<file path="src/rtl/lppc_pkg.sv">
// Shared types, constants and elaboration-time helpers of the palette colorizer.
`timescale 1ns / 1ps
`default_nettype none

package lppc_pkg;

    localparam int unsigned IN_FRAC_BITS = 16;
    localparam int unsigned FRAC_W       = 17;
    localparam int unsigned MAXIT_W      = 16;
    localparam int unsigned PROD_W       = 33;
    localparam int unsigned COLOR_W      = 24;
    localparam int unsigned LEVEL_W      = 8;
    localparam int unsigned CFG_IDX_W    = 3;

    localparam int unsigned QUEUE_DEPTH  = 4;
    localparam int unsigned QPTR_W       = 2;
    localparam int unsigned QCNT_W       = 3;

    localparam logic [FRAC_W-1:0] ONE_IN = 17'h10000;

    localparam logic [CFG_IDX_W-1:0] REG_MAX_ITER   = 3'd0;
    localparam logic [CFG_IDX_W-1:0] REG_PAL_ZERO   = 3'd1;
    localparam logic [CFG_IDX_W-1:0] REG_PAL_ONE    = 3'd2;
    localparam logic [CFG_IDX_W-1:0] REG_PAL_TWO    = 3'd3;
    localparam logic [CFG_IDX_W-1:0] REG_PAL_THREE  = 3'd4;

    localparam logic [MAXIT_W-1:0] MAX_ITER_RESET  = 16'd256;
    localparam logic [COLOR_W-1:0] PAL_ZERO_RESET  = 24'h000000;
    localparam logic [COLOR_W-1:0] PAL_ONE_RESET   = 24'hFF0000;
    localparam logic [COLOR_W-1:0] PAL_TWO_RESET   = 24'h00FF00;
    localparam logic [COLOR_W-1:0] PAL_THREE_RESET = 24'h0000FF;

    // ln 2 in Q0.32
    localparam longint unsigned LN2_Q32 = 64'h00000000B17217F8;

    typedef logic [COLOR_W-1:0] color_t;

    typedef struct packed {
        logic              in_set;
        logic [PROD_W-1:0] prod;
    } lppc_item_t;

    typedef struct packed {
        logic              full;
        logic              empty;
        logic [QCNT_W-1:0] count;
    } lppc_qstat_t;

    // Fixed-point log2 by repeated squaring; evaluated at elaboration only.
    function automatic longint unsigned log2_const(input int unsigned fb,
                                                   input longint unsigned v);
        int unsigned       e;
        longint unsigned   z;
        longint unsigned   res;
        e = 0;
        for (int i = 1; i < 64; i++) begin
            if ((v >> i) != 0) e = i;
        end
        if (e > 31) z = v >> (e - 31);
        else        z = v << (31 - e);
        res = longint'(e) << fb;
        for (int i = 1; i <= int'(fb); i++) begin
            z = (z * z) >> 31;
            if (z >= (64'd1 << 32)) begin
                z = z >> 1;
                res = res | (64'd1 << (fb - i));
            end
        end
        return res;
    endfunction

endpackage

`default_nettype wire

</file>
<file path="src/rtl/lppc_queue.sv">
// Small FIFO between the front end and the arithmetic back end.
`timescale 1ns / 1ps
`default_nettype none

module lppc_queue (
    input  wire logic                 aclk,
    input  wire logic                 aresetn,
    input  wire logic                 push,
    input  wire lppc_pkg::lppc_item_t item_in,
    input  wire logic                 pop,
    output logic                      q_valid,
    output lppc_pkg::lppc_item_t      item_out,
    output lppc_pkg::lppc_qstat_t     stat
);
    import lppc_pkg::*;

    lppc_item_t        mem [0:QUEUE_DEPTH-1];
    logic [QPTR_W-1:0] wptr_reg, wptr_next;
    logic [QPTR_W-1:0] rptr_reg, rptr_next;
    logic [QCNT_W-1:0] count_reg, count_next;

    always_comb begin
        wptr_next  = push ? wptr_reg + QPTR_W'(1) : wptr_reg;
        rptr_next  = pop  ? rptr_reg + QPTR_W'(1) : rptr_reg;
        count_next = count_reg + QCNT_W'(push) - QCNT_W'(pop);
    end

    assign stat.count = count_reg;
    assign stat.full  = (count_reg == QCNT_W'(QUEUE_DEPTH));
    assign stat.empty = (count_reg == '0);
    assign q_valid    = !stat.empty;
    assign item_out   = mem[rptr_reg];

    always_ff @(posedge aclk) begin
        if (!aresetn) begin
            wptr_reg  <= '0;
            rptr_reg  <= '0;
            count_reg <= '0;
        end else begin
            wptr_reg  <= wptr_next;
            rptr_reg  <= rptr_next;
            count_reg <= count_next;
        end
    end

    always_ff @(posedge aclk) begin
        if (push) begin
            mem[wptr_reg] <= item_in;
        end
    end

endmodule

`default_nettype wire

</file>
<file path="config.mk">
export PLATFORM = sky130hd
export DESIGN_NAME = lppc_queue
export DESIGN_NICKNAME = d
export VERILOG_FILES = /design/src/rtl/lppc_pkg.sv /design/src/rtl/lppc_queue.sv
export SDC_FILE = /design/constraint.sdc
export NUM_CORES = 1
export LEC_CHECK = 0
export BUFFER_PORTS_ARGS = -buffer_cell sky130_fd_sc_hd__buf_2
export CORE_MARGIN = 1.5
export CORE_UTILIZATION = 25
export DETAILED_ROUTE_END_ITERATION = 7
export HOLD_SLACK_MARGIN = 0.08
export PLACE_DENSITY = 0.48
export SYNTH_ARGS = -nofsm -noshare
export SYNTH_HDL_FRONTEND = slang
export SYNTH_SLANG_ARGS = --single-unit
</file>
<file path="constraint.sdc">
create_clock -name aclk -period 2.2 [get_ports aclk]
set_input_delay 0.44 -clock aclk [delete_from_list [all_inputs] [get_ports aclk]]
set_output_delay 0.44 -clock aclk [all_outputs]
set_load 0.02 [all_outputs]
</file>
* Word level (Yosys, flattened, before mapping)
Memory sizes are Yosys's and may differ from the RTL's. A register that Yosys moved wholly into a read port is not among the register bits.
Index checks and enable logic that the tools add are counted.
** Cells by class
- Add/sub/neg operators :: 4
- Equal/unequal tests :: 1
- Multiplexer cells :: 4
- Reduce and logical (&&, ||, !) cells :: 2
** Operators with widths (count)
- adder 2 x 1 -> 2 bit (second input constant) :: 2
- two-way mux 2 bit :: 2
- adder 3 x 1 -> 3 bit :: 1
- equality test 3 bit (second input constant) :: 1
- logical NOT 3 bit :: 1
- subtractor 3 x 1 -> 3 bit :: 1
- two-way mux 1 bit :: 2
- logical NOT 1 bit :: 1
** Storage, ports and cells
- Register bits :: 7
- Memory bits (writable) :: 136
- Input bits :: 38
- Output and inout port bits :: 40
- Word-level logic and storage cells :: 15
- Memories :: 1
** Memory list
- mem :: depth 4, bits a word 34, rd ports 1, clocked after Yosys merged registers in 1, write ports 1, line lppc_queue.sv:17 : lppc_item_t mem [0:QUEUE_DEPTH-1];

* Logic depth before layout (Yosys ltp)
Gate-level depths: netlist (run 1).
- Depth in word-level cells :: 3
- Mapped depth :: 7
- Gate-level depth less buffers :: 7

* Least setup slack after synthesis (run 1)
Ideal clock, no wire load.
- Path type :: reg-to-reg
- From :: register wptr_reg[0]
- To :: memory mem[2][0] (netlist name) (enable)
- Setup time :: 0.394 ns
- Data arrival time :: 1.376 ns
- Required time :: 1.806 ns
- Slack :: 0.429 ns
- Cell stages (with the launch flop) :: 4
- Buffers on the path :: 0
- Period minus slack after synthesis :: 1.771 ns
- Path through :: dfxtp_1 -> inv_1 -> ha_1 -> and2_1
** RTL lines
- start: declaration :: line lppc_queue.sv:18 : logic [QPTR_W-1:0] wptr_reg, wptr_next;
- start signal: assignment :: line lppc_queue.sv:40 : wptr_reg <= wptr_next;
- end: declaration :: line lppc_queue.sv:17
Straight into the memory's write port.

==> results of run 1 <==
-- placed cells by master, fill, tap and decap left out, drive strengths merged, types with 2 or more instances in the layout --
| cell type | instances |
|---|---|
| clkbuf | 18 |
| ha | 6 |
| bufinv | 5 |
| inv | 8 |
| nor2 | 5 |
| and2 | 6 |
| clkinv | 6 |
| dfxtp | 9 |
| edfxtp | 136 |
| xnor2 | 2 |
| buf | 93 |
| clkinvlp | 3 |
| mux4 | 34 |
-- cells in the mapped netlist --
| cell | count | area (um^2) |
|---|---|---|
| a21bo_2 | 1 | 10.0 |
| a21oi_1 | 1 | 5.00 |
| and2_1 | 6 | 37.5 |
| and3_1 | 1 | 6.26 |
| buf_12 | 3 | 60.1 |
| buf_2 | 3 | 15.0 |
| buf_6 | 1 | 11.3 |
| clkbuf_1 | 1 | 3.75 |
| dfxtp_1 | 9 | 180 |
| edfxtp_1 | 136 | 4080 |
| fa_1 | 1 | 20.0 |
| ha_1 | 6 | 75.1 |
| inv_1 | 8 | 30.0 |
| mux2i_1 | 1 | 10.0 |
| mux4_1 | 4 | 105 |
| mux4_2 | 30 | 676 |
| nand3b_1 | 1 | 7.51 |
| nor2_1 | 5 | 18.8 |
| or3_1 | 1 | 6.26 |
| xnor2_1 | 2 | 17.5 |
| xor3_1 | 1 | 23.8 |
-- worst min path at each step --
stage | cells after the start | endpoint | startpoint
floorplan | 2 | register | rptr_reg[1]
global placement | 2 | register | rptr_reg[1]
detailed placement | 2 | register | rptr_reg[1]
CTS | 1 | mem[1][16] | item_in[16]
global route | 1 | mem[0][21] | item_in[21]
finish | 1 | mem[1][16] | item_in[16]
-- layout make-up --
type / count / share of cell area
inverter: 8 / 0.00424
clock buffer: 18 / 0.0606
clock inverter: 14 / 0.0302
timing repair buffer: 93 / 0.110
tap: 275 / 0.0486
multi-input combinational: 61 / 0.143
sequential: 145 / 0.603
-- metrics by stage --
step                      hold slack (ns)  std cells
after CTS                           0.199        617
final                               0.231        614
after detailed placement            0.532        578
after global routing                0.208        614
after floorplan                     0.499        222
after global placement              0.519        578
-- report_power, final --
part	internal [W]	switching (W)	total, W
logic	0.000461	0.000472	0.000933
registers	0.00317	0.0000561	0.00323
clock network	0.00201	0.00107	0.00308
-- critical path: cells and delay by family (launching register included) --
family / cells / cell delay, ns
muxes: 1 / 0.54
DFF: 1 / 0.45
buffers and inverters: 2 / 0.32
-- timing repair --
action | in CTS | in global routing
cloned | 2 | 0
buffers inserted | 5 | 0
gates resized for setup | 45 | 26
pin swaps | 0 | 0
endpoints found under the setup margin | 30 | 32
-- kinds of logic (layout without fill, tap and decap cells) --
group           Yosys count  after routing
compound gates            2              2
xor+xnor                  3              3
fa+ha+maj                 7              7
buf+inv                  16            133
flops                   145            145
mux                      35             35
simple gates             14             14
-- metal layers --
metal	vias up	routed length, um
li1	1126	-
met3	13	488
met2	51	5520
met1	1328	4390
met4	2	129
met5	-	12
==> results.toml, run 1 <==
[die]
start_util = 0.256
die_y_um = 150
die-area_mm2 = 0.0225
core_area_mm2 = 0.0211
io-pin-count = 78
placementRows = 53
die_x_um = 150

[placement]
portBuffers = 77
gp_congestion = 0.630
dpl_cell_area_mm2 = 0.00619
dpl_worst_slack_ns = 0.321
dpl.hpwl_um = 6690

[final_layout]
post-route-util = 0.336
fillerInstances = 2035
antenna_cells = 0
regArea_mm2 = 0.00427
fin_nets = 371
multi_input_area_mm2 = 0.00101
largest_reg_flops = 136
drive_above_1_share = 0.484
area_growth_pct = 31.0
stdcell_area_mm2 = 0.00708

[setup_path]
worstPathArrival_ns = 1.73
crit_fanout = 8
critPathLaunchType = "register"
rr_endpoint = "count_reg[2]"
endpoint = "item_out[27]"
end_kind = "output pin"
required_ns = 1.76
cp_cell_sequence = "buf_12 -> mux4_2 -> buf_6"
r2r-start = "count_reg[0]"
ff2ff_path_depth = 7
ff2ff_setup_slack_ns = 0.60
timing.critical_path.slowest_stage_cell = "mux4_2"
criticalPathCategory = "register to output pin"
crit_path_max_incr_delay_ns = 0.54

[synth]
synth_mux_area_frac = 0.146
synth.avg_cell_area_um2 = 24.3
synthDistinctLibCells = 21
synth_top_family_by_area = "multiplexers"
netlist_instances = 222
synth_seq_area_share = 0.789
synth_compound_area_frac = 0.00278
ys_warn_count = 0
synth-xor-area-share = 0.00764
post_synth_instance_area_mm2 = 0.00540
synth_adder_area_share = 0.0176
ys_seq_elements = 145
synth_nets = 267
yosys.area_share.simple = 0.0141

[detailed_routing]
num_vias = 2520
wire_per_inst_um = 17.2
drt_iter0_markers = 100
avgViaCountPerCell = 4.10
ant_nets = 0
drc = 0
first_pass_iters = 4
finalWirelength_um = 10500

[sta]
fmax_mhz = 460
fin_skew_ns = 0.00651
tns_ns = 0
relSlewSlack = 0.774
hold_violations = 0
setup_ws_ns = 0.0271
finalCriticalPeriod_ns = 2.17
setup_viol = 0
worst_pin_slew_ns = 0.339
slew_violations = 0
rsz0062_at_grt = "yes"
period_share = 0.988

[grt]
use_met2 = 0.169
antenna_found_initial = 1
busiest_layer = "met2"
met1_usage = 0.118
gr-total-overflow = 0
gr-usage-all-layers = 0.101
grt_start_max_net_pins = 18
grt_pass1_vias = 2876
grt_first_pass_wirelength_um = 16100
grt_use_met3 = 0.0390

[clock_tree]
cts_tree = "done"
cts_made_buffers = 17
htreeDepth = 4
cts_hold_buffers = 0
worstSkewPairLatency_ns = 0.42
cts.path.max_buffers = 2
clkTransAtPathRegs_ns = 0.06
cts-root-buf = "clkbuf_16"
cts_sinks = 145

[power]
ir_drop_mv = 0.475
power_density_mw_per_mm2 = 1020
power_leakage_nw = 2.45
power_w = 0.00724

[worst_hold_path]
min_path_type = "input port to register"

[flow_run]
maxCapViolCount = 0

[run_status]
run_status = "complete, no violations"
Note: power is estimated with default switching activity, not from simulation.
==> run 2: changes to the inputs <==
--- a/config.mk
+++ b/config.mk
@@ -9,8 +9,8 @@
 export CORE_MARGIN = 1.5
 export CORE_UTILIZATION = 25
 export DETAILED_ROUTE_END_ITERATION = 7
-export HOLD_SLACK_MARGIN = 0.08
-export PLACE_DENSITY = 0.48
+export HOLD_SLACK_MARGIN = 0.02
+export PLACE_DENSITY = 0.41
 export SYNTH_ARGS = -nofsm -noshare
 export SYNTH_HDL_FRONTEND = slang
 export SYNTH_SLANG_ARGS = --single-unit
==> results.toml, run 2 (same netlist as run 1, synthesis figures left out) <==
[run_status]
run_status = "complete, no violations"

[setup_path]
worstPathArrival_ns = 1.74
end_kind = "output pin"
path_common_cell = "buf_12"
timing.critical_path.slowest_stage_cell = "mux4_2"
cp_cell_sequence = "buf_12 -> buf_12 -> mux4_2 -> buf_2"
crit_path_max_incr_delay_ns = 0.49
crit_fanout = 9
criticalPathCategory = "register to output pin"
required_ns = 1.76
ff2ff_setup_slack_ns = 0.58
critPathLaunchType = "register"

[sta]
whs_ns = 0.237
worst_pin_slew_ns = 0.348
relSlewSlack = 0.768
slew_violations = 0
setup_viol = 0
hold_violations = 0
period_share = 0.992
fmax_mhz = 458
rsz0062_at_grt = "yes"
finalCriticalPeriod_ns = 2.18
fin_skew_ns = 0.00445

[final_layout]
drive_above_1_share = 0.482
largest_reg_flops = 136
antenna_cells = 0
most-common-layout-cells = "edfxtp_1 (136), buf_2 (75), mux4_2 (32)"
fin_nets = 372
post-route-util = 0.324
area_growth_pct = 26.7
fillerInstances = 2060
mostFrequentLayoutCell = "edfxtp_1"

[die]
die_x_um = 150
die_y_um = 150
placementRows = 53
core_area_mm2 = 0.0211
die-area_mm2 = 0.0225
start_util = 0.256
io-pin-count = 78

[detailed_routing]
num_vias = 2522
drt_iter0_markers = 91
ant_nets = 0
drc = 0
wire_per_inst_um = 17.5
avgViaCountPerCell = 4.10
finalWirelength_um = 10800
first_pass_iters = 4

[power]
power_w = 0.00700
power_leakage_nw = 2.37
power_density_mw_per_mm2 = 1020
ir_drop_mv = 0.511

[flow_run]
maxCapViolCount = 0

[worst_hold_path]
min_path_type = "input port to register"

[placement]
gp_congestion = 0.636
portBuffers = 77
dpl.hpwl_um = 6770

[clock_tree]
worstSkewPairLatency_ns = 0.41
cts.path.max_buffers = 2
cts-root-buf = "clkbuf_16"
cts_sinks = 145
clkTransAtPathRegs_ns = 0.06
cts_made_buffers = 17
cts_tree = "done"
cts_hold_buffers = 0
htreeDepth = 4

[grt]
gr-usage-all-layers = 0.103
grt_start_max_net_pins = 21
grt_first_pass_wirelength_um = 16400
gr-total-overflow = 0
grt_pass1_vias = 2752
antenna_found_initial = 2
-- run 2: cell count changes in the layout (fill, tap and decap cells not counted), sizes merged --
| cell | change |
|---|---|
| clkbuf | -1 |
| clkinvlp | +1 |
| bufinv | -2 |
| clkinv | -2 |
| buf | +1 |
| inv | +4 |
-- run 2: area by class of cell --
class                   instances  area [um^2]  share of cell area
flip-flops and latches        145         4270               0.624
multi-input cells              61         1020               0.148
repair buffers                 94          574              0.0839
clock buffers                  17          425              0.0622
well taps                     275          344              0.0503
clock inverters                15          184              0.0269
inverters                       8         30.0             0.00439
-- run 2: per-layer routing --
metal  GRT usage  vias up  share of wire
li1            -     1129              -
met1       0.128     1314           0.46
met2       0.162       60           0.47
met3      0.0405       15          0.053
met4      0.0353        4          0.013
met5           0        -         0.0025
-- run 2: worst paths after layout --
check | start | to | cells past startpoint
max reg2reg | count_reg[0] | count_reg[2] | 7
min | item_in[16] | mem[3][16] | 1
min reg2reg | rptr_reg[1] | register | 2
max | register | item_out[8] | 4
-- run 2: per-stage QoR --
stage | cell area (um^2) | setup TNS, ns | instances | setup WS, ns
finish | 6840 | 0 | 615 | 0.0168
detailed placement | 6160 | 0 | 579 | 0.354
floorplan | 5400 | 0 | 222 | 0.429
global placement | 6160 | 0 | 579 | 0.348
CTS | 6820 | -0.0565 | 615 | -0.0218
global route | 6840 | -0.370 | 615 | -0.0432
-- run 2: repair_timing --
action / 4_1_cts / 5_1_grt
setup endpoints to repair: 17 / 27
setup buffers: 4 / 0
pin swaps: 0 / 0
resized for setup: 4 / 6
-- run 2: power by group --
group          internal, W  switching (W)  leakage (nW)  total (W)
sequential         0.00317      0.0000498          1.32    0.00322
combinational     0.000363       0.000464         0.757   0.000828
clock              0.00180        0.00116         0.286    0.00296
-- run 2: worst max-delay path, delay by kind of cell, from the launching register on --
kind / cells / cell delay, ns
DFF: 1 / 0.38
buffers and inverters: 3 / 0.46
muxes: 1 / 0.49
