**config.mk**
```make
export PLATFORM = sky130hd
export DESIGN_NAME = lppc_front
export DESIGN_NICKNAME = d
export VERILOG_FILES = /design/src/rtl/lppc_pkg.sv /design/src/rtl/lppc_front.sv
export SDC_FILE = /design/constraint.sdc
export NUM_CORES = 1
export LEC_CHECK = 0
export BUFFER_PORTS_ARGS = -buffer_cell sky130_fd_sc_hd__buf_2
export CORE_UTILIZATION = 58
export DETAILED_ROUTE_END_ITERATION = 8
export PLACE_DENSITY = 0.87
export SLEW_MARGIN = 20
export SYNTH_ARGS = -nofsm -noshare
export SYNTH_HDL_FRONTEND = slang
export SYNTH_SLANG_ARGS = --single-unit
```
**constraint.sdc**
```tcl
create_clock -name aclk -period 5.9 [get_ports aclk]
set_input_delay 0.59 -clock aclk [delete_from_list [all_inputs] [get_ports aclk]]
set_output_delay 0.59 -clock aclk [all_outputs]
set_load 0.01 [all_outputs]
```
**src/rtl/lppc_pkg.sv**
```systemverilog
// Shared types, constants and elaboration-time helpers of the palette colorizer.
`timescale 1ns / 1ps
`default_nettype none

package lppc_pkg;

    localparam int unsigned IN_FRAC_BITS = 16;
    localparam int unsigned FRAC_W       = 17;
    localparam int unsigned MAXIT_W      = 16;
    localparam int unsigned PROD_W       = 33;
    localparam int unsigned COLOR_W      = 24;
    localparam int unsigned LEVEL_W      = 8;
    localparam int unsigned CFG_IDX_W    = 3;

    localparam int unsigned QUEUE_DEPTH  = 4;
    localparam int unsigned QPTR_W       = 2;
    localparam int unsigned QCNT_W       = 3;

    localparam logic [FRAC_W-1:0] ONE_IN = 17'h10000;

    localparam logic [CFG_IDX_W-1:0] REG_MAX_ITER   = 3'd0;
    localparam logic [CFG_IDX_W-1:0] REG_PAL_ZERO   = 3'd1;
    localparam logic [CFG_IDX_W-1:0] REG_PAL_ONE    = 3'd2;
    localparam logic [CFG_IDX_W-1:0] REG_PAL_TWO    = 3'd3;
    localparam logic [CFG_IDX_W-1:0] REG_PAL_THREE  = 3'd4;

    localparam logic [MAXIT_W-1:0] MAX_ITER_RESET  = 16'd256;
    localparam logic [COLOR_W-1:0] PAL_ZERO_RESET  = 24'h000000;
    localparam logic [COLOR_W-1:0] PAL_ONE_RESET   = 24'hFF0000;
    localparam logic [COLOR_W-1:0] PAL_TWO_RESET   = 24'h00FF00;
    localparam logic [COLOR_W-1:0] PAL_THREE_RESET = 24'h0000FF;

    // ln 2 in Q0.32
    localparam longint unsigned LN2_Q32 = 64'h00000000B17217F8;

    typedef logic [COLOR_W-1:0] color_t;

    typedef struct packed {
        logic              in_set;
        logic [PROD_W-1:0] prod;
    } lppc_item_t;

    typedef struct packed {
        logic              full;
        logic              empty;
        logic [QCNT_W-1:0] count;
    } lppc_qstat_t;

    // Fixed-point log2 by repeated squaring; evaluated at elaboration only.
    function automatic longint unsigned log2_const(input int unsigned fb,
                                                   input longint unsigned v);
        int unsigned       e;
        longint unsigned   z;
        longint unsigned   res;
        e = 0;
        for (int i = 1; i < 64; i++) begin
            if ((v >> i) != 0) e = i;
        end
        if (e > 31) z = v >> (e - 31);
        else        z = v << (31 - e);
        res = longint'(e) << fb;
        for (int i = 1; i <= int'(fb); i++) begin
            z = (z * z) >> 31;
            if (z >= (64'd1 << 32)) begin
                z = z >> 1;
                res = res | (64'd1 << (fb - i));
            end
        end
        return res;
    endfunction

endpackage

`default_nettype wire

```
**src/rtl/lppc_front.sv**
```systemverilog
// Front end: accept fraction words, flag inside-set points, form the log argument.
`timescale 1ns / 1ps
`default_nettype none

module lppc_front (
    input  wire logic                       aclk,
    input  wire logic                       aresetn,
    input  wire logic                       s_tvalid,
    output logic                            s_tready,
    input  wire logic [lppc_pkg::FRAC_W-1:0]  frac,
    input  wire logic [lppc_pkg::MAXIT_W-1:0] max_iter,
    input  wire logic                       q_full,
    output logic                            push,
    output lppc_pkg::lppc_item_t            item
);
    import lppc_pkg::*;

    logic              front_valid_reg;
    logic              front_valid_next;
    lppc_item_t        item_reg;
    lppc_item_t        item_next;
    logic              take;
    logic [FRAC_W-1:0]  f_clamped;
    logic [MAXIT_W-1:0] m_clamped;

    assign s_tready = !front_valid_reg || !q_full;
    assign push     = front_valid_reg && !q_full;
    assign take     = s_tvalid && s_tready;
    assign item     = item_reg;

    always_comb begin
        // zero fraction counts as one LSB, zero limit as one
        f_clamped = (frac == '0) ? FRAC_W'(1) : frac;
        m_clamped = (max_iter == '0) ? MAXIT_W'(1) : max_iter;
        item_next.in_set = (frac == ONE_IN);
        item_next.prod   = PROD_W'(f_clamped) * PROD_W'(m_clamped);
        front_valid_next = take || (front_valid_reg && !push);
    end

    always_ff @(posedge aclk) begin
        if (!aresetn) begin
            front_valid_reg <= 1'b0;
        end else begin
            front_valid_reg <= front_valid_next;
        end
    end

    always_ff @(posedge aclk) begin
        if (take) begin
            item_reg <= item_next;
        end
    end

endmodule

`default_nettype wire

```
# Word level (Yosys, flattened, before mapping)
# Index checks and enable logic that the tools add are counted.
totals:
  ff_bits: 35
  in_bits: 37
classes:
  multipliers: 1
  eq_ne: 1
  mux: 2
  reduce_logical: 10
ops:
  columns: ["operator", "count"]
  rows:
  - ["$mul 17x16->33", 1]
  - ["$eq 17x17->1 const B", 1]
  - ["$logic_not 17->1", 1]
  - ["$mux 17", 1]
  - ["$logic_not 16->1", 1]
  - ["$mux 16", 1]
  - ["$logic_and 1x1->1", 3]
  - ["$logic_not 1->1", 3]
  - ["$logic_or 1x1->1", 2]

# Logic depth before layout (Yosys ltp)
# Gate-level depths: netlist (run 1).
depth:
  word_depth: 5
  mapped_depth: 25
  depth_no_buf: 24

# Worst setup path after synthesis (run 1)
# Ideal clock, no wire load.
synth_path:
  kind: "in2reg"
  start: "input port frac[4] (netlist name)"
  end: "register item_reg (netlist bit item[31]) (data pin)"
  arrival_time_ps: 5855
  required_ps: 5640
  path_slack_ps: -215
  path_stages: 22
  cell_sequence: "nor4_1 -> nand4_1 -> o21bai_1 -> clkbuf_1 -> nand2_1 -> fa_1 -> fa_1 -> inv_1 -> fa_1 -> fa_1 -> inv_1 -> fa_1 -> fa_1 -> inv_1 -> ha_1 -> a21oi_1 -> o21ba_2 -> o21ai_0 -> a311oi_2 -> o21ai_2 -> a311oi_2 -> xnor2_1"
synth_rtl:
  columns: ["element", "line_no", "text"]
  rows:
  - ["from (decl)", "lppc_front.sv:10", "input wire logic [lppc_pkg::FRAC_W-1:0] frac,"]
  - ["to (signal assigned)", "lppc_front.sv:50", "item_reg <= item_next;"]
  - ["to (decl)", "lppc_front.sv:20", "lppc_item_t item_reg;"]

==> results by stage, run 1 <==
Clocking:
- The total CTS buffers is 5.
- The quantity of hold-fixing buffers added after cts is 0.
- The tree is rooted in a sky130_fd_sc_hd__clkbuf_16.
- At the later pin of the worst-skew pair, clock insertion delay measures 0.29 ns.
- The clock-pin transition on the worst setup and hold timing paths is 0.06 ns.
- The total number of H-tree levels is 2.
- The deepest clock path buffer count is 2.
- The clock net in this run drives a total of 35 sinks.
- The clock tree from TritonCTS is done.

Placed design:
- After detailed placement, the total cell area comes to 11400 um2.
- The placer's final routability congestion estimate is 0.949.
- The quantity of I/O buffers inserted on ports is 72.
- Once detailed placement completed, the half-perimeter wirelength came to 21100 um.
- Including well taps, the total number of placed cells is 1441.

Layout:
- Compared with the post-synthesis result, the final layout area differs by 20.0%.
- The proportion of layout cells with a drive suffix above 1 is 0.225.
- The final cell count without fillers is 1458.
- The number of flip-flops under the largest register name is 34.
- The cell area after layout is 12100 um2.
- The share of the core filled with cells in the final layout is 0.720.
- The count of inserted antenna diode cells is 0.
- For this run, the post-layout net count is 1587.

Synth:
- The synthesized instance count is 1080.
- The mapped netlist covers 10100 um2.
- Counting every net in the synthesized netlist gives 1430.
- Yosys mapped a number of flops with a built-in enable equal to 34.
- For this run, asynchronously set or reset flops after synthesis account for 0.
- The netlist uses 44 different library cells.
- The number of synthesized register bits is 35.
- The register area share after synthesis is 0.103.
- The count of warnings emitted by yosys is 0.
- The average instance in the mapped netlist occupies 9.32 um2.
- For this run, the leading register cell type out of synthesis is sky130_fd_sc_hd__edfxtp_1.

Worst hold path:
- The number of cells on the worst hold path is 2.
- The path class of the tightest hold or removal check is input pin to flop.

Global route:
- The number of antenna violations at the first check in global routing was 0.
- The via count of the first global-routing pass came to 9006.
- The pin count of the biggest net entering global routing is 35.
- The first global-routing pass estimated 42700 um of wire.
- For this run, the total global-route usage over all layers was measured as 0.309.
- The aggregate global routing overflow is 0.

Setup path:
- The arrival time of data at the critical path endpoint is 6.04 ns.
- Of all nets on the critical path, the largest fanout is 3.
- The required time at the worst-slack endpoint is 5.94 ns.
- The type of origin of the critical path is an input pin.
- STA classifies the critical path endpoint as a flop.
- The number of cells on the worst reg-to-reg path is 3.
- The worst setup path is of the input pin to flop kind.

Timing:
- Derived from the worst setup path, the maximum achievable clock frequency is 166 MHz.
- The slew at the pin with the worst max-slew slack is 0.678 ns.
- Counting I/O delays and the setup requirement, the final critical path takes 6.01 ns.
- Of the available clock period, the critical path in the final layout requires 1.02.
- The post-route setup TNS is -0.538 ns.
- The worst path setup slack after routing is -0.107 ns.
- The final hold violation count is 0.
- The final setup violation count is 8.
- The relative slew slack is 0.543.
- The final number of max-transition violations was 0.
- Setup repair after global routing could not meet its margin everywhere.
- For the final database, setup skew stands at 0.00583 ns.

Die:
- The area of the placeable core is 16800 um2.
- 73 I/O pins were placed.
- The floorplan step set the die width to 134 um.
- The die footprint is 17900 um2.
- The y dimension of the die is 134 um.
- The initial utilization of the core area, before any placement, comes to 0.601.
- The number of rows created at floorplan is 47.

Drt:
- The detailed-router iteration count before antenna repair is 5.
- The count of nets left with antenna violations once routing finished came out at 0.
- The final route contains 8343 vias.
- The DRC violations left is 0.
- The wire length per cell is 18.8 um.
- The final layout contains routed wiring with a total length of 27400 um.
- The detailed router finished its first iteration with 616 violations.
- The detail-routed via count per cell is 5.72.

Run status:
- The run finished, with violations left.
- The final reports fail on negative setup slack.

Job:
- The number of maximum-capacitance violations is 0.
[placed cells by master, fill, tap and decap left out, drive strengths merged, types with 2 or more instances in the layout]
cell	synthesis	final
inv	230	230
fa	208	208
buf	1	190
nand2	168	168
and2	133	133
ha	105	105
edfxtp	34	34
a21oi	26	26
nor2	17	17
xnor2	16	16
o21ai	15	15
xor2	13	13
a21o	12	12
nand3	8	8
nor4	8	8
nor2b	7	7
clkbuf	39	6
a31oi	5	5
a21boi	3	3
nand4	2	2
nand4b	2	2
and4	2	2
o21a	2	2
and3	2	2
a311oi	2	2
nor3	2	2
a31o	2	2
nand2b	2	2
[layer usage]
layer	routed length [um]	vias up	global-route usage
met4	1420	0	0.140
met3	2100	140	0.0643
li1	-	3585	-
met1	9380	4195	0.348
met2	14500	423	0.560
met5	0	-	0
[kinds of logic (layout without fill, tap and decap cells)]
kind of cell               count (synthesis)  in the layout  share of synthesized area
DFF                                       35             35                      0.103
and+or+nand+nor                          356            356                      0.175
buffers and inverters                    270            428                      0.101
xor gates and xnor gates                  29             29                     0.0252
adders and majority gates                313            313                      0.544
AOI/OAI and AO/OA                         77             77                     0.0511
[critical path: stages]
cell	delay, ns
sky130_fd_sc_hd__buf_6	0.10
sky130_fd_sc_hd__nor4_4	0.28
sky130_fd_sc_hd__buf_4	0.17
sky130_fd_sc_hd__nand4_1	0.14
sky130_fd_sc_hd__o21bai_2	0.21
sky130_fd_sc_hd__buf_6	0.13
sky130_fd_sc_hd__buf_4	0.10
sky130_fd_sc_hd__and2_4	0.14
sky130_fd_sc_hd__ha_4	0.12
sky130_fd_sc_hd__inv_2	0.04
sky130_fd_sc_hd__fa_1	0.53
sky130_fd_sc_hd__inv_2	0.05
sky130_fd_sc_hd__fa_1	0.55
sky130_fd_sc_hd__fa_2	0.46
sky130_fd_sc_hd__fa_2	0.54
sky130_fd_sc_hd__fa_1	0.45
sky130_fd_sc_hd__ha_4	0.20
sky130_fd_sc_hd__buf_4	0.14
sky130_fd_sc_hd__a21oi_4	0.13
sky130_fd_sc_hd__o21a_1	0.16
sky130_fd_sc_hd__o21ai_1	0.07
sky130_fd_sc_hd__a31oi_1	0.28
sky130_fd_sc_hd__o41ai_4	0.15
sky130_fd_sc_hd__a211oi_2	0.22
sky130_fd_sc_hd__xnor2_1	0.10
[timing repair]
action                                  4_1_cts  5_1_grt
setup buffers                                 0        9
endpoints found under the setup margin       14       18
gates resized for setup                      23       86
pin swaps                                     6       40
[layout make-up]
cell class	instances	area, um2
clock buffer	6	129
clock inverter	2	12.5
fill	1108	4690
inverter	230	863
multi-input combinational	775	8470
sequential	35	1040
tap	220	275
timing repair buffer	190	1290
[synth_stat cells (all sizes together) (2+ instances only)]
library cell  count  area (um2)
a21boi            3        22.5
o21a              2        15.0
clkbuf           39         146
and4              2        17.5
nand2b            2        12.5
xor2             13         114
nand3             8        40.0
o21ai            15        78.8
inv             230         863
xnor2            16         140
nor2             17        63.8
fa              208        4160
and2            133         832
a31o              2        17.5
nand4             2        12.5
nand2           168         631
and3              2        12.5
nor2b             7        43.8
a21oi            26         130
a311oi            2        30.0
nand4b            2        17.5
nor4              8        50.1
nor3              2        10.0
edfxtp           34        1020
a31oi             5        31.3
a21o             12        90.1
ha              105        1310
[through the flow]
step,hold slack (ns),setup slack [ns]
detailed placement,0.516,-0.493
global placement,0.504,-0.398
floorplan,0.487,-0.0263
CTS,0.522,-0.0116
global route,0.547,-0.244
finish,0.520,-0.107
[worst paths after layout]
path	slack, ns	start	to
setup reg to reg	4.65	front_valid_reg	item[20]
setup / recovery	-0.11	frac[14]	item[30]
hold / removal	0.52	aresetn	front_valid_reg
hold reg to reg	0.52	front_valid_reg	front_valid_reg
Power of run 1 is left out: the tool's default activity adds up to more than one toggle a clock period on the data nets, which glitch-free logic cannot reach.
==> inputs of run 2 (changes only) <==
--- a/config.mk
+++ b/config.mk
@@ -9,7 +9,7 @@
 export CORE_UTILIZATION = 58
 export DETAILED_ROUTE_END_ITERATION = 8
 export PLACE_DENSITY = 0.87
-export SLEW_MARGIN = 20
+export RECOVER_POWER = 100
 export SYNTH_ARGS = -nofsm -noshare
 export SYNTH_HDL_FRONTEND = slang
 export SYNTH_SLANG_ARGS = --single-unit
==> results by stage, run 2 (synthesized netlist as in run 1, its figures left out) <==
Die:
- The number of rows created at floorplan came to 47 (unchanged).
- The area of the placeable core came to 16800 um2 (unchanged).
- The die boundary width was 134 um (unchanged).
- The die footprint is 17900 um2 (unchanged).
- The y dimension of the die is 134 um (unchanged).
- The starting density of the core was 0.601 (unchanged).
- The number of placed I/O pins is 73 (unchanged).

Setup path:
- The delay of the slowest cell on the worst path is 0.54 ns (was 0.55 ns).
- The arrival time of data at the critical path endpoint came to 6.04 ns (about the same).
- The type of origin of the critical path is an input pin (unchanged).
- The category of the critical setup timing path was input pin to flop (unchanged).
- The required time at the worst-slack endpoint is 5.94 ns (about the same).
- The kind of end point of the critical path is a flop (unchanged).
- The slowest cell on the critical path is sky130_fd_sc_hd__fa_1 (unchanged).
- The top fanout value on the critical path is 3 (unchanged).

Timing:
- The final number of max-transition violations is 35 (was 0).
- The relative slew slack was -0.249 (was 0.543).
- The final critical-path share of the clock period is 1.02 (about the same).
- The final setup violation count came to 8 (unchanged).
- The top achievable clock speed is 167 MHz (was 166 MHz).
- The worst path setup slack after routing was -0.0996 ns (was -0.107 ns).
- The post-route setup TNS is -0.529 ns (was -0.538 ns).
- The time the worst path needs with I/O delays and setup was 6.00 ns (was 6.01 ns).
- The final worst clock skew is 0.00481 ns (was 0.00583 ns).
- The final hold violation count came to 0 (unchanged).
- RSZ-0062 raised after global routing: true (unchanged).
- The slew at the pin with the worst max-slew slack is 1.87 ns (was 0.678 ns).

Drt:
- The wire length after detailed routing is 27300 um (was 27400 um).
- The total number of vias was 8301 (was 8343).
- The violation count after the first detailed-route iteration was 655 (was 616).
- The count of nets left with antenna violations after detail routing came to 0 (unchanged).
- The wire length per cell was 18.8 um (about the same).
- The DRC violations left is 0 (unchanged).
- The detail-routed via count per cell is 5.69 (was 5.72).
- The detailed-router iteration count before antenna repair is 5 (unchanged).

Placed design:
- The detailed placement HPWL is 21100 um (unchanged).
- The cell count after placement was 1441 (unchanged).
- The placer's final routability congestion estimate is 0.949 (unchanged).
- The worst setup slack before clock tree synthesis is -0.493 ns (unchanged).
- The quantity of I/O buffers inserted on ports is 72 (unchanged).
- The area of placed instances is 11400 um2 (unchanged).

Layout:
- The proportion of layout cells with a drive suffix above 1 is 0.194 (was 0.225).
- The most common library cell in the layout ignoring fill and taps is sky130_fd_sc_hd__inv_1 (unchanged).
- The area growth from synthesis to layout is 19.5% (was 20.0%).
- The total number of nets in the final design is 1587 (unchanged).
- The final cell count without fillers is 1458 (unchanged).
- Commonest cells after routing, fill and taps aside: 218 x sky130_fd_sc_hd__inv_1, 200 x sky130_fd_sc_hd__fa_1, 164 x sky130_fd_sc_hd__nand2_1, 128 x sky130_fd_sc_hd__and2_1, 111 x sky130_fd_sc_hd__buf_4 (was 218 x sky130_fd_sc_hd__inv_1, 200 x sky130_fd_sc_hd__fa_1, 164 x sky130_fd_sc_hd__nand2_1, 128 x sky130_fd_sc_hd__and2_1, 112 x sky130_fd_sc_hd__buf_4).
- The count of inserted antenna diode cells is 0 (unchanged).
- The number of flip-flops under the largest register name was 34 (unchanged).
- The sequential standard cell area came to 1040 um2 (unchanged).
- The number of filler instances in the final layout is 1125 (was 1108).
- The combined area of the multi-input logic cells is 8470 um2 (unchanged).
- The cell area after layout came to 12000 um2 (was 12100 um2).

Global route:
- The via count of the first global-routing pass is 9006 (unchanged).
- The total global-route track usage is 0.309 (unchanged).
- The number of antenna violations at the first check in global routing is 0 (unchanged).
- The pin count of the biggest net entering global routing is 35 (unchanged).
- The first-pass GRT wire length was 42700 um (unchanged).
- The aggregate global routing overflow is 0 (unchanged).

Clocking:
- The number of sinks driven by the clock tree came to 35 (unchanged).
- The clock latency on the worst-skew pair was 0.29 ns (about the same).
- The total number of H-tree levels is 2 (unchanged).
- The total CTS buffers is 5 (unchanged).
- The clock-pin transition on the worst setup and hold timing paths came to 0.06 ns (about the same).
- The deepest clock path buffer count is 2 (unchanged).
- The quantity of hold-fixing buffers added after cts was 0 (unchanged).
- The master cell of the clock root buffer is sky130_fd_sc_hd__clkbuf_16 (unchanged).
- The clock tree from TritonCTS is done (unchanged).

Run status:
- Run status: finished with violations (unchanged).
- Violations in the final reports: max-capacitance violations, max-slew violations, negative setup slack (was negative setup slack).

Job:
- The number of maximum-capacitance violations is 1 (was 0).

Worst hold path:
- The type of the tightest min-delay check was input pin to flop (unchanged).
## run 2: metrics by stage
stage	util	hold slack (ns)
floorplan	-	0.487
global placement	0.680	0.504
detailed placement	0.680	0.516
CTS	0.696	0.522
global route	0.717	0.547
finish	0.717	0.519
## run 2: worst paths after layout
kind / start / to / slack [ns] / depth (start not counted)
setup / recovery: frac[14] / item[30] / -0.1 / 25
hold / removal: aresetn / front_valid_reg / 0.52 / 2
setup reg to reg: front_valid_reg / item[21] / 3.64 / 3
hold reg to reg: front_valid_reg / front_valid_reg / 0.52 / 2
## run 2: repair_timing
item,CTS,global route
setup buffers,0,9
gates resized for setup,23,86
pin swaps,6,40
endpoints found under the setup margin,14,18
## run 2: area by class of cell
cell class              count  area share
well taps                 220      0.0229
inverters                 230      0.0718
repair buffers            190       0.103
clock inverters             2     0.00104
flip-flops and latches     35      0.0866
multi-input cells         775       0.704
clock buffers               6      0.0107
## run 2: routing by layer
layer	track usage	vias to the layer above	routed length, um
li1	-	3586	-
met2	0.560	424	14500
met3	0.0643	126	2180
met1	0.348	4165	9270
met5	0	-	0
met4	0.140	0	1420
## run 2: critical path: cells and delay by family
family,cells,cell delay [ns]
and+or+nand+nor,3,0.56
xor gates and xnor gates,1,0.10
buffers and inverters,7,0.73
adders and majority gates,7,2.84
AOI/OAI and AO/OA,7,1.21
Power of run 2 is left out for the same reason.
==> inputs of run 3 (changes only) <==
==> constraint.sdc (replaced) <==
create_clock -name aclk -period 5.9 [get_ports aclk]
set_input_delay 1.18 -clock aclk [delete_from_list [all_inputs] [get_ports aclk]]
set_output_delay 1.18 -clock aclk [all_outputs]
set_load 0.01 [all_outputs]
==> results by stage, run 3 (synthesized netlist as in run 1, its figures left out) <==
Clocking:
- The clock tree from TritonCTS is done (unchanged).
- The clock latency on the worst-skew pair is 0.27 ns (was 0.29 ns).
- The number of sinks driven by the clock tree is 35 (unchanged).
- The clock-pin transition on the worst setup and hold timing paths is 0.05 ns (was 0.06 ns).
- The master cell of the clock root buffer is sky130_fd_sc_hd__clkbuf_16 (unchanged).
- The quantity of hold-fixing buffers added after cts is 0 (unchanged).
- The deepest clock path buffer count is 2 (unchanged).
- The total CTS buffers came to 5 (unchanged).
- The total number of H-tree levels is 2 (unchanged).

Layout:
- The final cell count without fillers is 1499 (was 1458).
- The number of filler instances in the final layout is 1088 (was 1125).
- The proportion of layout cells with a drive suffix above 1 is 0.256 (was 0.194).
- The most common library cell in the layout ignoring fill and taps is sky130_fd_sc_hd__inv_1 (unchanged).
- The total number of nets in the final design was 1628 (was 1587).
- Commonest cells after routing, fill and taps aside: 207 x sky130_fd_sc_hd__inv_1, 193 x sky130_fd_sc_hd__fa_1, 159 x sky130_fd_sc_hd__nand2_1, 142 x sky130_fd_sc_hd__buf_4, 131 x sky130_fd_sc_hd__and2_1 (was 218 x sky130_fd_sc_hd__inv_1, 200 x sky130_fd_sc_hd__fa_1, 164 x sky130_fd_sc_hd__nand2_1, 128 x sky130_fd_sc_hd__and2_1, 111 x sky130_fd_sc_hd__buf_4).
- The combined area of the multi-input logic cells is 8740 um2 (was 8470 um2).
- The count of inserted antenna diode cells is 0 (unchanged).
- The number of flip-flops under the largest register name is 34 (unchanged).
- The sequential standard cell area came to 1040 um2 (unchanged).
- The area growth from synthesis to layout is 26.4% (was 19.5%).
- The share of the core filled with cells in the final layout was 0.759 (was 0.717).

Setup path:
- The kind of end point of the critical path was a flop (unchanged).
- The required time at the worst-slack endpoint came to 5.93 ns (was 5.94 ns).
- The type of origin of the critical path is an input pin (unchanged).
- The arrival time of data at the critical path endpoint is 6.46 ns (was 6.04 ns).
- The slowest cell on the critical path is sky130_fd_sc_hd__fa_2 (was sky130_fd_sc_hd__fa_1).
- The delay of the slowest cell on the worst path is 0.53 ns (was 0.54 ns).
- The worst-case reg-to-reg path depth is 3 (unchanged).
- The category of the critical setup timing path was input pin to flop (unchanged).
- The critical path goes through buf_4 > nor4_4 > nand4_1 > o21bai_2 > buf_6 > buf_6 > nand2_4 > fa_2 > fa_2 > inv_2 > ha_4 > inv_2 > fa_1 > inv_2 > ha_4 > fa_1 > ha_4 > nand4b_1 > a2111oi_4 > buf_4 > o21ai_4 > a21oi_2 > nand2b_4 > xor2_1.
- The top fanout value on the critical path is 6 (was 3).

Run status:
- Violations in the final reports: max-capacitance violations, max-slew violations, negative setup slack (unchanged).
- Run status: finished with violations (unchanged).

Timing:
- The final critical-path share of the clock period is 1.09 (was 1.02).
- The final hold violation count is 0 (unchanged).
- The top achievable clock speed was 156 MHz (was 167 MHz).
- The relative slew slack is -0.253 (was -0.249).
- The final worst clock skew was 0.00306 ns (was 0.00481 ns).
- The worst hold slack across all endpoints is 0.520 ns (was 0.519 ns).
- The worst path setup slack after routing was -0.527 ns (was -0.0996 ns).
- The time the worst path needs with I/O delays and setup is 6.43 ns (was 6.00 ns).
- The slew at the pin with the worst max-slew slack came to 1.88 ns (was 1.87 ns).
- The final number of max-transition violations is 35 (unchanged).
- RSZ-0062 raised after global routing: true (unchanged).
- The final setup violation count is 21 (was 8).

Placed design:
- The cell count after placement is 1477 (was 1441).
- The quantity of I/O buffers inserted on ports is 72 (unchanged).
- The detailed placement HPWL came to 22900 um (was 21100 um).
- The worst setup slack before clock tree synthesis was -0.815 ns (was -0.493 ns).
- The placer's final routability congestion estimate is 0.962 (was 0.949).

Global route:
- The number of antenna violations at the first check in global routing is 0 (unchanged).
- The first-pass GRT wire length was 46100 um (was 42700 um).
- The total global-route track usage is 0.335 (was 0.309).
- The aggregate global routing overflow was 0 (unchanged).
- The pin count of the biggest net entering global routing is 35 (unchanged).
- The via count of the first global-routing pass is 9684 (was 9006).

Drt:
- The total number of vias is 8619 (was 8301).
- The wire length per cell came to 19.7 um (was 18.8 um).
- The detail-routed via count per cell is 5.75 (was 5.69).
- The DRC violations left was 0 (unchanged).
- The count of nets left with antenna violations after detail routing is 0 (unchanged).
- The violation count after the first detailed-route iteration is 540 (was 655).
- The wire length after detailed routing is 29600 um (was 27300 um).
- The detailed-router iteration count before antenna repair is 5 (unchanged).

Die:
- The number of placed I/O pins is 73 (unchanged).
- The area of the placeable core was 16800 um2 (unchanged).
- The y dimension of the die is 134 um (unchanged).
- The number of rows created at floorplan was 47 (unchanged).
- The die boundary width is 134 um (unchanged).
- The starting density of the core is 0.601 (unchanged).
- The die footprint is 17900 um2 (unchanged).

Worst hold path:
- The number of cells on the worst hold path is 2 (unchanged).
- The type of the tightest min-delay check is flop to flop (was input pin to flop).

Job:
- The number of maximum-capacitance violations is 1 (unchanged).
==> run 3: changes by cell type in the layout (fill, tap and decap cells not counted), sizes merged <==
cell      previous run  this run
buf                152       195
clkbuf              44        42
clkinv               1         2
clkinvlp             1         0
==> run 3: cell type report <==
cell class,count,area share
timing repair buffer,231,0.131
tap,220,0.0216
inverter,230,0.0679
clock inverter,2,0.000590
clock buffer,6,0.0101
multi-input combinational,775,0.687
sequential,35,0.0818
==> run 3: path summary, 6_finish.rpt <==
kind,from,end,slack [ns]
min reg2reg,front_valid_reg,front_valid_reg,0.52
max,frac[8],item[21],-0.53
min,front_valid_reg,front_valid_reg,0.52
max reg2reg,front_valid_reg,item[15],3.63
==> run 3: metal layers <==
metal,vias up,part of all wire,global-route usage
li1,3668,-,-
met3,163,0.067,0.0620
met2,438,0.54,0.626
met4,0,0.061,0.173
met5,-,0,0
met1,4350,0.33,0.358
==> run 3: critical path: cells and delay by family <==
family                   cells  cell delay [ns]
buffers and inverters        7             0.78
AND/OR/NAND/NOR              5             0.83
adder cells (fa/ha/maj)      7             2.64
AO/OA/AOI/OAI                4             0.97
XOR/XNOR                     1             0.06
==> run 3: timing repair <==
item,CTS,global route
gates resized for setup,87,54
setup buffers,8,6
pin swaps,48,51
endpoints found under the setup margin,23,24
==> run 3: per-stage QoR <==
| stage | TNS, ns | area (um2) |
|---|---|---|
| floorplan | -4.50 | 10400 |
| global placement | -12.08 | 12000 |
| detailed placement | -14.45 | 12000 |
| CTS | -5.51 | 12500 |
| global route | -10.51 | 12700 |
| finish | -7.37 | 12700 |
Power of run 3 is left out for the same reason.
